===== src/design/rse_pkg.sv =====
// shared types, constants and GF(2^8) arithmetic for the reed-solomon encoder
// no dependencies
`default_nettype none

package rse_pkg;

    localparam int SYM_W          = 8;
    localparam int CFG_W          = 5;
    localparam int MAX_PARITY_DEF = 16;
    localparam int RESET_PARITY   = 8;

    localparam logic [SYM_W-1:0] GF_REDUCE = 8'h1d;

    typedef logic [SYM_W-1:0] sym_t;

    typedef enum logic [2:0] {
        CELL_HOLD,
        CELL_INIT,
        CELL_BUILD,
        CELL_DATA,
        CELL_DRAIN
    } cell_op_t;

    typedef struct packed {
        cell_op_t op;
        sym_t     operand;
    } cell_cmd_t;

    function automatic sym_t gf_times_alpha(input sym_t v);
        sym_t r;
        r = {v[SYM_W-2:0], 1'b0};
        if (v[SYM_W-1]) begin
            r = r ^ GF_REDUCE;
        end
        return r;
    endfunction

    function automatic sym_t gf_mul(input sym_t a, input sym_t b);
        sym_t acc;
        sym_t sh;
        acc = '0;
        sh  = a;
        for (int k = 0; k < SYM_W; k++) begin
            if (b[k]) begin
                acc = acc ^ sh;
            end
            sh = gf_times_alpha(sh);
        end
        return acc;
    endfunction

endpackage

`default_nettype wire


===== src/design/rse_cell.sv =====
// one cell of the division chain: a remainder symbol and a generator coefficient
// depends on rse_pkg
`default_nettype none

module rse_cell
    import rse_pkg::*;
(
    input  wire logic      aclk,
    input  wire cell_cmd_t cmd,
    input  wire sym_t      prev_rem,
    input  wire sym_t      prev_gen,
    input  wire sym_t      seed_gen,
    output sym_t           rem_out,
    output sym_t           gen_out
);

    sym_t rem_reg, rem_next;
    sym_t gen_reg, gen_next;
    sym_t prod;

    // shared multiplier: generator build or feedback product
    assign prod = gf_mul(gen_reg, cmd.operand);

    always_comb begin
        rem_next = rem_reg;
        gen_next = gen_reg;
        case (cmd.op)
            CELL_INIT: begin
                rem_next = '0;
                gen_next = seed_gen;
            end
            CELL_BUILD: begin
                gen_next = prev_gen ^ prod;
            end
            CELL_DATA: begin
                rem_next = prev_rem ^ prod;
            end
            CELL_DRAIN: begin
                rem_next = prev_rem;
            end
            default: begin
                rem_next = rem_reg;
            end
        endcase
    end

    always_ff @(posedge aclk) begin
        rem_reg <= rem_next;
        gen_reg <= gen_next;
    end

    assign rem_out = rem_reg;
    assign gen_out = gen_reg;

endmodule

`default_nettype wire


===== src/design/reed_solomon_encoder.sv =====
// systematic reed-solomon encoder over GF(2^8), chain of division cells
// depends on rse_pkg and rse_cell
// message echo is registered and appears in the cycle after its word is accepted
// throughput: one message word per cycle while m_ready does not stall the output; a last word
//   is followed by P parity words, one per cycle, during which no input is taken
// reset and parity_count writes rebuild the generator while s_ready is held low
// reset: synchronous active-low aresetn, parity count 8 clamped to MAX_PARITY
`default_nettype none

module reed_solomon_encoder
    import rse_pkg::*;
#(
    parameter int MAX_PARITY = MAX_PARITY_DEF
) (
    input  wire logic             aclk,
    input  wire logic             aresetn,
    input  wire logic             cfg_wr_en,
    input  wire logic [CFG_W-1:0] cfg_wr_data,
    input  wire logic             s_valid,
    output logic                  s_ready,
    input  wire logic [SYM_W-1:0] s_data_symbol,
    input  wire logic             s_last_symbol,
    output logic                  m_valid,
    input  wire logic             m_ready,
    output logic [SYM_W-1:0]      m_code_symbol,
    output logic                  m_is_parity,
    output logic                  m_last_of_block
);

    localparam int IW   = (MAX_PARITY > 1) ? $clog2(MAX_PARITY) : 1;
    localparam int CNTW = $clog2(MAX_PARITY + 1);
    localparam int CMPW = CFG_W + 1;
    localparam int RESET_EFF = (RESET_PARITY > MAX_PARITY) ? MAX_PARITY : RESET_PARITY;
    localparam logic [IW-1:0]   RESET_TOP = IW'(RESET_EFF - 1);
    localparam logic [CMPW-1:0] MAX_C     = CMPW'(MAX_PARITY);

    logic [IW-1:0]   p_top_reg;
    logic            init_reg;
    logic [CNTW-1:0] build_cnt_reg;
    logic [CNTW-1:0] par_cnt_reg;
    sym_t            root_reg;
    logic            m_valid_reg;
    sym_t            m_code_reg;
    logic            m_parity_reg;
    logic            m_last_reg;

    logic [CMPW-1:0] wr_val;
    logic [CMPW-1:0] wr_eff;
    logic [IW-1:0]   wr_top;
    logic [CNTW-1:0] p_cnt;
    logic            out_free;
    logic            s_fire;
    logic            drain_fire;
    sym_t            rem_top;
    sym_t            fb;
    cell_cmd_t       cmd;

    sym_t rem_bus [MAX_PARITY];
    sym_t gen_chain [MAX_PARITY];

    // effective parity count of a written value
    always_comb begin
        wr_val = CMPW'(cfg_wr_data);
        if (wr_val == '0) begin
            wr_eff = CMPW'(1);
        end else if (wr_val > MAX_C) begin
            wr_eff = MAX_C;
        end else begin
            wr_eff = wr_val;
        end
        wr_top = IW'(wr_eff - CMPW'(1));
    end

    assign p_cnt      = CNTW'(p_top_reg) + CNTW'(1);
    assign out_free   = !m_valid_reg || m_ready;
    assign s_ready    = !init_reg && (build_cnt_reg == '0) && (par_cnt_reg == '0) && out_free;
    assign s_fire     = s_valid && s_ready;
    assign drain_fire = (par_cnt_reg != '0) && out_free;
    assign rem_top    = rem_bus[p_top_reg];
    assign fb         = s_data_symbol ^ rem_top;

    always_comb begin
        cmd.op      = CELL_HOLD;
        cmd.operand = fb;
        if (init_reg) begin
            cmd.op = CELL_INIT;
        end else if (build_cnt_reg != '0) begin
            cmd.op      = CELL_BUILD;
            cmd.operand = root_reg;
        end else if (s_fire) begin
            cmd.op = CELL_DATA;
        end else if (drain_fire) begin
            cmd.op = CELL_DRAIN;
        end
    end

    generate
        for (genvar j = 0; j < MAX_PARITY; j++) begin : g_cell
            sym_t prev_rem;
            sym_t prev_gen;
            sym_t seed_gen;
            if (j == 0) begin : g_first
                assign prev_rem = '0;
                assign prev_gen = '0;
                assign seed_gen = SYM_W'(1);
            end else begin : g_rest
                assign prev_rem = rem_bus[j-1];
                assign prev_gen = gen_chain[j-1];
                assign seed_gen = '0;
            end
            rse_cell u_cell (
                .aclk     (aclk),
                .cmd      (cmd),
                .prev_rem (prev_rem),
                .prev_gen (prev_gen),
                .seed_gen (seed_gen),
                .rem_out  (rem_bus[j]),
                .gen_out  (gen_chain[j])
            );
        end
    endgenerate

    always_ff @(posedge aclk) begin
        if (!aresetn) begin
            p_top_reg     <= RESET_TOP;
            init_reg      <= 1'b1;
            build_cnt_reg <= '0;
            par_cnt_reg   <= '0;
            root_reg      <= SYM_W'(1);
            m_valid_reg   <= 1'b0;
        end else begin
            if (cfg_wr_en) begin
                p_top_reg   <= wr_top;
                init_reg    <= 1'b1;
                par_cnt_reg <= '0;
            end else if (init_reg) begin
                init_reg      <= 1'b0;
                build_cnt_reg <= p_cnt;
                root_reg      <= SYM_W'(1);
            end else if (build_cnt_reg != '0) begin
                build_cnt_reg <= build_cnt_reg - CNTW'(1);
                root_reg      <= gf_times_alpha(root_reg);
            end else if (s_fire && s_last_symbol) begin
                par_cnt_reg <= p_cnt;
            end else if (drain_fire) begin
                par_cnt_reg <= par_cnt_reg - CNTW'(1);
            end

            // output word register
            if (s_fire) begin
                m_valid_reg  <= 1'b1;
                m_code_reg   <= s_data_symbol;
                m_parity_reg <= 1'b0;
                m_last_reg   <= 1'b0;
            end else if (drain_fire) begin
                m_valid_reg  <= 1'b1;
                m_code_reg   <= rem_top;
                m_parity_reg <= 1'b1;
                m_last_reg   <= (par_cnt_reg == CNTW'(1));
            end else if (m_ready) begin
                m_valid_reg <= 1'b0;
            end
        end
    end

    assign m_valid         = m_valid_reg;
    assign m_code_symbol   = m_code_reg;
    assign m_is_parity     = m_parity_reg;
    assign m_last_of_block = m_last_reg;

endmodule

`default_nettype wire

===== config.mk =====
export PLATFORM = sky130hd
export DESIGN_NAME = reed_solomon_encoder
export DESIGN_NICKNAME = d
export VERILOG_FILES = /design/src/design/rse_pkg.sv /design/src/design/rse_cell.sv /design/src/design/reed_solomon_encoder.sv
export SDC_FILE = /design/constraint.sdc
export NUM_CORES = 2
export LEC_CHECK = 0
export ABC_AREA = 0
export BUFFER_PORTS_ARGS = -buffer_cell sky130_fd_sc_hd__buf_2
export CORE_MARGIN = 2
export CORE_UTILIZATION = 55
export CTS_CLUSTER_DIAMETER = 200
export DETAILED_ROUTE_END_ITERATION = 16
export GPL_TIMING_DRIVEN = 0
export PLACE_DENSITY = 0.78
export SYNTH_ARGS = -nofsm -noshare
export SYNTH_HDL_FRONTEND = slang
export SYNTH_HIERARCHICAL = 1
export SYNTH_SLANG_ARGS = --single-unit

===== constraint.sdc =====
create_clock -name aclk -period 7.54 [get_ports aclk]
set_clock_uncertainty 0.1 [all_clocks]
set_input_delay 0.754 -clock aclk [delete_from_list [all_inputs] [get_ports aclk]]
set_output_delay 0.754 -clock aclk [all_outputs]
set_load 0.02 [all_outputs]

=== Yosys cells after proc, flatten, opt, wreduce, memory -nomap -nowiden ===
Index checks and enable logic that the tools add are counted.

* Eq/ne operators: 5
* Shift operators: 0
* Bitwise logic cells: 261
* Reduce and logical (&&, ||, !) cells: 26
* Divide/modulo/power cells: 0
* Add/subtract/negate cells: 4
* $mul: 0
* Muxes and demuxes: 298
* Magnitude comparators: 2

{| class="wikitable"
|+ Operator list
! kind !! count
|-
| $xor A8 B8 Y8 || 143
|-
| $mux W8 || 136
|-
| $mux W5 || 117
|-
| $not A4 Y4 || 113
|-
| $pmux W8 S3 || 15
|-
| $pmux W8 S2 || 17
|-
| $bmux W8 S4 || 1
|-
| $logic_not A5 Y1 || 3
|-
| $mux W3 || 4
|-
| $reduce_bool A2 Y1 || 5
|-
| $reduce_bool A5 Y1 || 2
|-
| $sub A5 B1 Y5 const B || 2
|-
| $mux W4 || 2
|-
| $eq A3 B2 Y1 const B || 2
|-
| $logic_and A1 B1 Y1 || 6
|-
| $mux W1 || 6
|-
| $reduce_bool A3 Y1 || 2
|-
| $add A4 B1 Y5 const B || 1
|-
| $eq A5 B1 Y1 const B || 1
|-
| $ge A5 B5 Y1 const B || 1
|-
| $gt A5 B5 Y1 const B || 1
|-
| $not A4 Y5 || 1
|-
| $not A1 Y1 || 4
|-
| $reduce_and A2 Y1 || 2
|-
| 7 further kinds || 9
|}

* Bits of input ports: 19
* Logic and storage cells: 637
* Memory bits (writable): 0
* Register bits after elaboration: 290
* Bits in latches: 0
* Memories kept: 0
* Output and inout bits: 12
* ROM bits: 0

=== Depth between registers and ports, before layout ===
* Depth in word-level cells: 24
* Mapped depth: 17
* Mapped depth without buffers: 14

=== By module ===
Netlist, hierarchy kept.

{| class="wikitable"
|+ By module, submodules not included
! module !! instances !! area each (µm²) !! seq. area each (µm²) !! cells an instance
|-
| rse_cell at g_cell[0].u_cell ... || 14 || 2150.8 || 480.5 || 234
|-
| rse_cell at g_cell[8].u_cell ... || 2 || 2108.3 || 480.5 || 269
|-
| reed_solomon_encoder || 1 || 2845.2 || 780.7 || 284
|}

=== Least setup slack after synthesis ===
OpenSTA, ideal clock, no wires.

* Path type: flip-flop to flip-flop
* Start point: register p_top_reg[0]
* End point: register g_cell[10].u_cell.rem_reg[1] (data pin)
* Arrival: 5.310 ns
* Period minus slack after synthesis: 5.667 ns
* Library setup time: 0.256 ns
* Buffers on the path: 3
* Stages on the path, launching flop included: 16
* Data required time: 7.184 ns
* Slack: 1.873 ns
* Cell sequence: dfxtp_1 buf_2 buf_2 mux4_2 o22ai_1 a21oi_1 xnor2_1 a21oi_1 clkbuf_8 nand2_1 xnor2_1 xnor3_1 xnor2_1 xnor2_1 o21ai_0 a22o_1

{| class="wikitable"
|+ RTL lines
! item !! line !! text
|-
| from (decl) || reed_solomon_encoder.sv:37 || <nowiki>logic [IW-1:0] p_top_reg;</nowiki>
|-
| from (signal assigned) || reed_solomon_encoder.sv:133 || <nowiki>p_top_reg <= wr_top;</nowiki>
|-
| to (signal assigned) || rse_cell.sv:48 || <nowiki>rem_reg <= rem_next;</nowiki>
|-
| to (decl) || rse_cell.sv:17 || <nowiki>sym_t rem_reg, rem_next;</nowiki>
|}

==> results.yml <==
cells_and_area:
  instances_no_fill: 5222
  regArea_um2: 8468
  synthToLayoutAreaGrowth_pct: 8.654
  multi_input_comb_area_um2: 26950
  fillers: 5592
  nNetsFinal: 4350
  layout-drive-gt1-share_pct: 11.97
place:
  gp_congestion: 0.9092
  post-place-cells: 5161
  port_buffers: 30
  dp_hpwl_mm: 71.54
sta:
  rsz0062_at_grt: "false"
  slew_violations: 0
  finalHoldViolations: 0
  worst_slew_pin_slew_ns: 1.342
  fmax_mhz: 165.1
  relSlewSlack_pct: 9.598
  final.setup.tns_ns: 0
  fin_crit_ns: 6.056
  setup_viol: 0
  fin_crit_sh_pct: 80.32
  fin_hold_ws_ns: 0.3713
grt:
  grt_max_degree: 65
  antenna_found_initial: 2
  grt_pass1_wl_mm: 152.5
  gr-total-overflow: 0
  grt_pass1_vias: 27890
  track_usage_pct: 27.14
clock_network:
  clockRootBuffer: "clkbuf_16"
  cts_buffers: 34
  clkSlewWorstSetupHoldPaths_ns: 0.06
  cts_sinks: 290
  clkLatencyLatePin_ns: 0.54
  cts_tree: "done"
  clockBufferDepth: 3
  post-cts-setup-buffers: 0
  cts_resized: 0
  ctsHoldBuffers: 0
  htree_num_levels: 2
logic_synthesis:
  syn_avg_cell_area_um2: 9.071
  syn-instance-count: 4098
  synth_flop_cell: "edfxtp_1"
  synth_fa_ha_area_share_pct: 0.2356
  ys_async_sr_fraction_pct: 0
  yosys.area.top_type: "edfxtp_1"
  synth_compound_area_share_pct: 9.327
  synth_most_common_cell: "nand2_1"
  synth_mux_area_share_pct: 3.181
  synth_top_family_by_area: "XOR/XNOR gates"
  syn_area_um2: 37170
  synth_xor_area_share_pct: 40.23
  yosys-top-cells-count: "nand2_1 (1,008), xnor2_1 (759), edfxtp_1 (266)"
  ys_seq_elements: 290
  synth_edf_count: 266
  yosysTopAreaCellShare_pct: 21.49
  synthTopCellsByArea: "edfxtp_1 (21%), xnor2_1 (18%), nand2_1 (10%)"
  ys_seq_area_share_pct: 22.78
  synth.distinct_cells: 66
  yosys.area_share.simple_pct: 17.69
  yosysWarningCount: 6
floorplanning:
  num_rows: 95
  die_y_um: 264.0
  die_w_um: 264.0
  dieArea_um2: 69680
  initial_core_util_pct: 55.45
  core_um2: 67040
  ios: 31
setup_path:
  cp.required_ns: 7.73
  crit_path_start_kind: "register"
  cp_max_fo: 19
  criticalPathCategory: "reg -> reg"
  cp_data_arrival_time_ns: 6.25
  crit_path_end_kind: "register"
route:
  drt_iter0_drc: 2898
  drt_wl_total_mm: 95.73
  dr.pass1.iters: 6
  wire_per_inst_um: 18.33
  drtAntennaViolNets: 0
  drc: 0
  via_count: 28990
  post_drt_via_cell_ratio: 5.552
run:
  drv_cap: 0
outcome:
  status: "complete, no violations"
min_path:
  hold_class: "reg -> reg"
-- layer usage --
layer / global-route usage [%] / up-vias / routed length, um
li1: - / 13770 / -
met1: 36.04 / 13910 / 38990
met2: 46.28 / 1110 / 46510
met3: 3.533 / 203 / 7209
met4: 8.062 / 4 / 2997
met5: 0 / - / 25
-- per-stage QoR --
stage	worst slack [ns]	instance area (um^2)	utilization, %
3_3_place_gp	-2.896	38980	58.14
2_1_floorplan	1.873	37740	-
5_1_grt	1.230	40380	60.24
6_report	1.484	40390	60.25
4_1_cts	1.555	40380	60.24
3_5_place_dp	1.592	39350	58.70
-- worst max-delay path, cell delays in order (launching register included) --
cell and delay [ns]:
dfxtp_1 0.33, clkbuf_1 0.35, clkbuf_1 0.67, mux4_2 0.42, mux2i_1 0.11, a21oi_1 0.41, xnor2_1 0.23, a21oi_4 0.82
buf_12 0.29, buf_16 0.18, clkbuf_1 0.42, o22ai_1 0.15, o21ai_0 0.17, o211ai_1 0.12, xor2_1 0.20, xnor2_1 0.44
o21ai_0 0.15, a21o_1 0.20
-- final timing paths --
path	start	end	slack [ns]	depth (start not counted)
max reg2reg	p_top_reg[1]$_SDFFE_PN1P_	g_cell[9].u_cell/rem_out[2]$_DFFE_PP_	1.48	17
min	par_cnt_reg[4]$_SDFFE_PP0P_	par_cnt_reg[4]$_SDFFE_PP0P_	0.37	2
min reg2reg	par_cnt_reg[4]$_SDFFE_PP0P_	par_cnt_reg[4]$_SDFFE_PP0P_	0.37	2
max	p_top_reg[1]$_SDFFE_PN1P_	g_cell[9].u_cell/rem_out[2]$_DFFE_PP_	1.48	17
-- logic make-up (layout without fill, tap and decap cells) --
| kind of cell | after synthesis | count (layout) |
|---|---|---|
| XOR/XNOR | 1312 | 1312 |
| flip-flops | 290 | 290 |
| AND/OR/NAND/NOR | 1468 | 1468 |
| multiplexers | 76 | 76 |
| adder cells (fa/ha/maj) | 7 | 7 |
| AO/OA/AOI/OAI | 553 | 553 |
| buffers and inverters | 390 | 488 |
| other | 2 | 155 |
-- area by class of cell --
| type | count | area share [%] |
|---|---|---|
| Inverter | 86 | 0.7992 |
| Sequential cell | 290 | 20.97 |
| Antenna cell | 3 | 0.01859 |
| Tap cell | 873 | 2.704 |
| Buffer | 304 | 5.220 |
| Clock inverter | 12 | 0.2819 |
| Clock buffer | 46 | 2.271 |
| Timing Repair Buffer | 40 | 1.016 |
| Multi-Input combinational cell | 3568 | 66.72 |
-- layout by cell type, fill, tap and decap left out, types with 35 or more instances in the layout --
master / netlist / layout
nand3_1: 62 / 62
buf_4: 44 / 44
o21ai_0: 152 / 152
conb_1: 2 / 152
xor2_1: 249 / 249
buf_2: 39 / 69
clkbuf_16: 0 / 35
a21o_1: 64 / 64
inv_1: 86 / 86
xnor3_1: 88 / 88
nor2_1: 124 / 123
xnor2_1: 759 / 759
clkbuf_1: 156 / 167
xnor2_2: 46 / 46
a22oi_1: 37 / 37
xor3_1: 70 / 70
nor3b_1: 36 / 36
nor2b_1: 74 / 74
o21ai_1: 134 / 134
a21oi_1: 51 / 43
nand2_1: 1008 / 1006
edfxtp_1: 266 / 266
xor2_2: 86 / 86
Power is not shown: default switching activity piles up to over one toggle a cycle in this logic, so the estimate is an artifact.
